## config.mk

```make
export PLATFORM = sky130hd
export DESIGN_NAME = dt4_cell
export DESIGN_NICKNAME = d
export VERILOG_FILES = /design/src/rtl/dt4_pkg.sv /design/src/rtl/dt4_cell.sv
export SDC_FILE = /design/constraint.sdc
export NUM_CORES = 1
export LEC_CHECK = 0
export BUFFER_PORTS_ARGS = -buffer_cell sky130_fd_sc_hd__buf_2
export CAP_MARGIN = 20
export CORE_AREA = 2 2 41 43
export CTS_BUF_LIST = sky130_fd_sc_hd__clkbuf_8
export CTS_CLUSTER_DIAMETER = 80
export DETAILED_ROUTE_END_ITERATION = 7
export DIE_AREA = 0 0 43 45
export PLACE_DENSITY = 0.71
export REMOVE_ABC_BUFFERS = 1
export SLEW_MARGIN = 20
export SYNTH_ARGS = -nofsm -noshare
export SYNTH_HDL_FRONTEND = slang
export SYNTH_SLANG_ARGS = --single-unit
```

## constraint.sdc

```tcl
create_clock -name clk -period 0.9 [get_ports clk]
set_input_delay 0.225 -clock clk [delete_from_list [all_inputs] [get_ports clk]]
set_output_delay 0.225 -clock clk [all_outputs]
set_load 0.005 [all_outputs]
```

## src/rtl/dt4_pkg.sv

```systemverilog
// ----------------------------------------------------------------------------
// dt4_pkg: shared types and constants for the D4 distance transform
// Item payloads, distance format and control bundle for the window cells.
// ----------------------------------------------------------------------------
package dt4_pkg;

  localparam int DIST_BITS = 8;
  localparam int CFG_W     = 11;

  typedef logic [DIST_BITS-1:0] dist_t;

  localparam dist_t            DIST_MAX    = {DIST_BITS{1'b1}};
  localparam logic [CFG_W-1:0] WIDTH_RESET = 11'd1024;

  typedef struct packed {
    logic foreground;
    logic start_of_image;
  } dt4_in_t;

  typedef struct packed {
    dist_t distance;
    logic  end_of_row;
  } dt4_out_t;

  // load strobe and source selection for one window cell
  typedef struct packed {
    logic load;
    logic take_mem;
    logic fwd_hit;
    logic mem_ok;
  } cell_ctl_t;

endpackage

```

## src/rtl/dt4_cell.sv

```systemverilog
// ----------------------------------------------------------------------------
// dt4_cell: one cell of the neighborhood window chain
// Holds one distance value; on load takes it from its neighbor, from the
// forwarded write data, from line-store read data, or zero.
// ----------------------------------------------------------------------------
module dt4_cell (
  input  logic              clk,
  input  logic              rst_n,
  input  dt4_pkg::cell_ctl_t ctl,
  input  dt4_pkg::dist_t    nbr_val,
  input  dt4_pkg::dist_t    fwd_val,
  input  dt4_pkg::dist_t    mem_q,
  output dt4_pkg::dist_t    cell_val
);
  import dt4_pkg::*;

  dist_t val_r;
  logic  use_q_r;

  // use_q_r selects the registered store read that arrives with the load
  always_ff @(posedge clk) begin
    if (!rst_n) begin
      use_q_r <= 1'b0;
    end else if (ctl.load) begin
      use_q_r <= ctl.take_mem && !ctl.fwd_hit && ctl.mem_ok;
    end
  end

  always_ff @(posedge clk) begin
    if (ctl.load) begin
      if (!ctl.take_mem) begin
        val_r <= nbr_val;
      end else if (ctl.fwd_hit) begin
        val_r <= fwd_val;
      end else begin
        val_r <= '0;
      end
    end
  end

  assign cell_val = use_q_r ? mem_q : val_r;

endmodule

```

==> results.md <==
- The design area is 822.0 sq um.
- The combined area of all synthesized cells is 479.2 sq um.
- In this run the cell area measured after placement is 700.7 sq um.
- The minimum setup slack after placement is -0.2546 ns.
- The total power divided by cell area is 1470 mW/mm^2.
- The buffer type at the clock tree root is sky130_fd_sc_hd__clkbuf_8.
- The final cell count without fillers is 93.
- At the worst endpoint, the required time is 0.67 ns.
- The die outline width is 43 um.
- The gate count of the mapped netlist is 34.
- The worst path uses 150.2% of the clock period.
- Global routing consumed, over all layers together, 12.37% of the routing resources.
- The number of port buffers is 37.
- The repair_antennas step left the layout with diodes totalling 0.
- The flip-flop and latch count after synthesis is 9.
- The highest layer touched by signal routing is met4.
- TritonCTS built the clock tree.
- The final reports fail on setup timing.
- The final max-slew violation count is 0.
- The part of the total power dissipated in sequential elements is 42.0%.
- The via density per instance is 4.817.
- STA classifies the critical path startpoint as a register.
- The count of nets left with antenna violations once routing finished came out at 0.
- In this run, the clock network consumes 36.9% of the power.
- The first-pass GRT wire length is 1.669 mm.
- For this run, the number of Yosys warnings is 0.
- The mean instance size in the synthesized netlist is 14.09 sq um.
- The net switching power is 237.7 uW.
- IR analysis of the VDD net gives a maximum drop of 0.6893 mV.
- The commonest cells after synthesis are 8 x sky130_fd_sc_hd__edfxtp_1, 8 x sky130_fd_sc_hd__mux2_2, 7 x sky130_fd_sc_hd__a22o_1.
- Across the run, the number of max-cap violations was 0.
- The switching fraction of total power is 19.67%.
- The kind of end point of the critical path is an output port.
- At the end of routability-driven placement, the weighted congestion stood at 0.8605.
- The final routed wire length divided by cell count is 11.72 um.
- The via count of the first global-routing pass is 425.
- The area of the placeable core is 0.001471 sq mm.
- The share of the synthesized area in the top cell type is 50.13%.
- The setup-violating endpoint count in the final report is 8.
- The classification of the worst setup path is reg -> out.
- The routed design uses 562 um of met2 wire.
- The maximum clock rate is 739.6 MHz.
- In this run the static leakage power is 0.0003972 uW.
- Setup repair after global routing could not meet its margin everywhere.
- The fraction of the core area covered by cells at the end of the flow is 55.87%.
- The hold violation count in the final report is 0.
- The cell count after placement is 88.
- The post-route DRC violation count is 0.
- The effective utilization at floorplan is 32.57%.
- The flow ran to the end, but the final reports show violations.
- The number of antenna violations at the first check in global routing is 0.
- The routed design has 1.090 mm of wire.
- Summing over every cut layer, the via total after detailed routing is 448.
- Clock-pin slew was measured on the worst setup and hold paths at 0.04 ns.
- The cell taking the most area after synthesis is sky130_fd_sc_hd__edfxtp_1.
- Sorting the synthesized cells by area gives the leading types as sky130_fd_sc_hd__edfxtp_1 50%, sky130_fd_sc_hd__mux2_2 19%, sky130_fd_sc_hd__a22o_1 13%, sky130_fd_sc_hd__dfxtp_1 4.2%, sky130_fd_sc_hd__buf_6 2.3%.
- The deepest clock path buffer count is 2.
- The maximum fanout encountered on the critical timing path is 8.
- The count of flip-flops with a built-in enable after synthesis is 8.
- The number of buffers created by CTS is 3.
- The total number of nets in the final design is 108.
- In this run the number of H-tree levels came out at 1.
- Per report_power, the combinational group accounts for 21.1% of the total.
- The clock insertion delay at the later pin of the skew report is 0.23 ns.
- The worst hold-check slack is 0.2403 ns.
- The most instantiated flip-flop cell in the synthesis netlist is sky130_fd_sc_hd__edfxtp_1.
- The time the final worst path needs with I/O delays and setup is 1.352 ns.
- Sequential cells were found to cover 54.31% of the synthesized design area.
- The floorplan has 14 rows.
- In the post-route analysis, the smallest setup slack over all paths is -0.4521 ns.
- The clock sink count is 9.
- For the pin with the worst max-slew slack, the measured transition is 0.2062 ns.
- The layout-stage area growth over the synthesis result is 71.54%.
- The internal portion of the total power is 970.9 uW.
- Entering global routing, the biggest net connects 11 pins.
- The die height is 45 um.
- The area of the die is 0.001935 sq mm.
- The post-route netlist has 70.13% of its cells at a drive strength greater than 1.
- The type of the tightest min-delay check is in -> reg.
- The detailed-routing iteration count for the pre-antenna-repair pass is 4.
- The async set-or-reset flop fraction in the synthesized netlist is 0%.
- The overall overflow remaining after global route is 0.
- The hold-fix buffer count after cts is 0.
- The count of cell types in the netlist is 13.
- The sum of met3 wire segment lengths after detailed routing is 96 um.
- In this run the tightest slew margin relative to its limit is 86.25%.
- The number of DRC violations after detailed-routing iteration 0 is 5.
- The clock arrives with 0 ns of skew.
- The top-level port count is 38.
- At the worst endpoint, the arrival time is 1.13 ns.
- The met1 routed wirelength after detailed routing is 395 um.
-- timing repair --
item / 4_1_cts / 5_1_grt
buffers inserted: 0 / 1
endpoints found under the hold margin: 0 / 0
resized for setup: 13 / 2
setup endpoints to repair: 8 / 8
-- per-layer routing --
metal  vias to the layer above  global-route usage [%]
li1                        219                       -
met1                       197                   11.99
met2                        27                   21.21
met3                         5                   3.200
met4                         0                   12.12
met5                         -                       0
-- sequential cells by signal, indices dropped and copies added, names as in the netlist --
register	flops
use_q_r	1
val_r	8
-- worst max-delay path, stage by stage, from the launching register on --
cell                      delay (ns)
sky130_fd_sc_hd__dfxtp_2        0.34
sky130_fd_sc_hd__buf_12         0.13
sky130_fd_sc_hd__mux2_4         0.30
sky130_fd_sc_hd__buf_6          0.12
-- final cells by class --
cell class / count / area, sq um
fillers: 130 / 649.4
repair buffers: 41 / 265.3
flip-flops and latches: 9 / 261.5
multi-input cells: 21 / 222.7
clock buffers: 3 / 41.29
well taps: 16 / 20.02
inverters: 2 / 7.507
clock inverters: 1 / 3.754
-- power groups by stage --
stage / Sequential, uW / Combinational (uW) / Clock [uW]
global placement: 513 / 195 / 0
detailed placement: 513 / 197 / 0
floorplan: 511 / 77.5 / 0
finish: 507 / 255 / 446
global route: 509 / 277 / 484
CTS: 508 / 242 / 452
-- cells by family after synthesis --
| logic type | Yosys count | synth area share, % |
|---|---|---|
| and+or+nand+nor | 4 | 6.006 |
| buffers and inverters | 4 | 5.484 |
| AOI/OAI and AO/OA | 9 | 15.40 |
| muxes | 8 | 18.80 |
| DFF | 9 | 54.31 |
-- placed cells by master (no fill, tap or decap) --
cell type	n
sky130_fd_sc_hd__buf_2	31
sky130_fd_sc_hd__mux2_4	8
sky130_fd_sc_hd__edfxtp_1	8
sky130_fd_sc_hd__a22o_1	7
sky130_fd_sc_hd__buf_6	6
sky130_fd_sc_hd__inv_1	3
sky130_fd_sc_hd__clkbuf_8	3
sky130_fd_sc_hd__buf_4	3
sky130_fd_sc_hd__nand3_1	1
sky130_fd_sc_hd__o21ai_0	1
sky130_fd_sc_hd__and2_4	1
sky130_fd_sc_hd__nand4b_1	1
sky130_fd_sc_hd__nand2b_1	1
sky130_fd_sc_hd__a21boi_0	1
sky130_fd_sc_hd__buf_12	1
sky130_fd_sc_hd__dfxtp_2	1
-- through the flow --
| stage | setup TNS (ns) | total power, uW |
|---|---|---|
| finish | -3.572 | 1209 |
| detailed placement | -2.336 | 710.0 |
| global route | -3.791 | 1270 |
| global placement | -2.237 | 707.8 |
| floorplan | -1.294 | 588.6 |
| CTS | -3.581 | 1202 |
-- path summary, 6_finish.rpt --
path	start	to	slack, ns	cells past startpoint
worst min register to register	use_q_r$_SDFFE_PN0P_	use_q_r$_SDFFE_PN0P_	0.63	3
worst max register to register	use_q_r$_SDFFE_PN0P_	use_q_r$_SDFFE_PN0P_	0.17	3
worst max-delay path	use_q_r$_SDFFE_PN0P_	cell_val[7]	-0.45	3
worst min-delay path	rst_n	use_q_r$_SDFFE_PN0P_	0.24	2
Power figures use the tool's default switching activity.
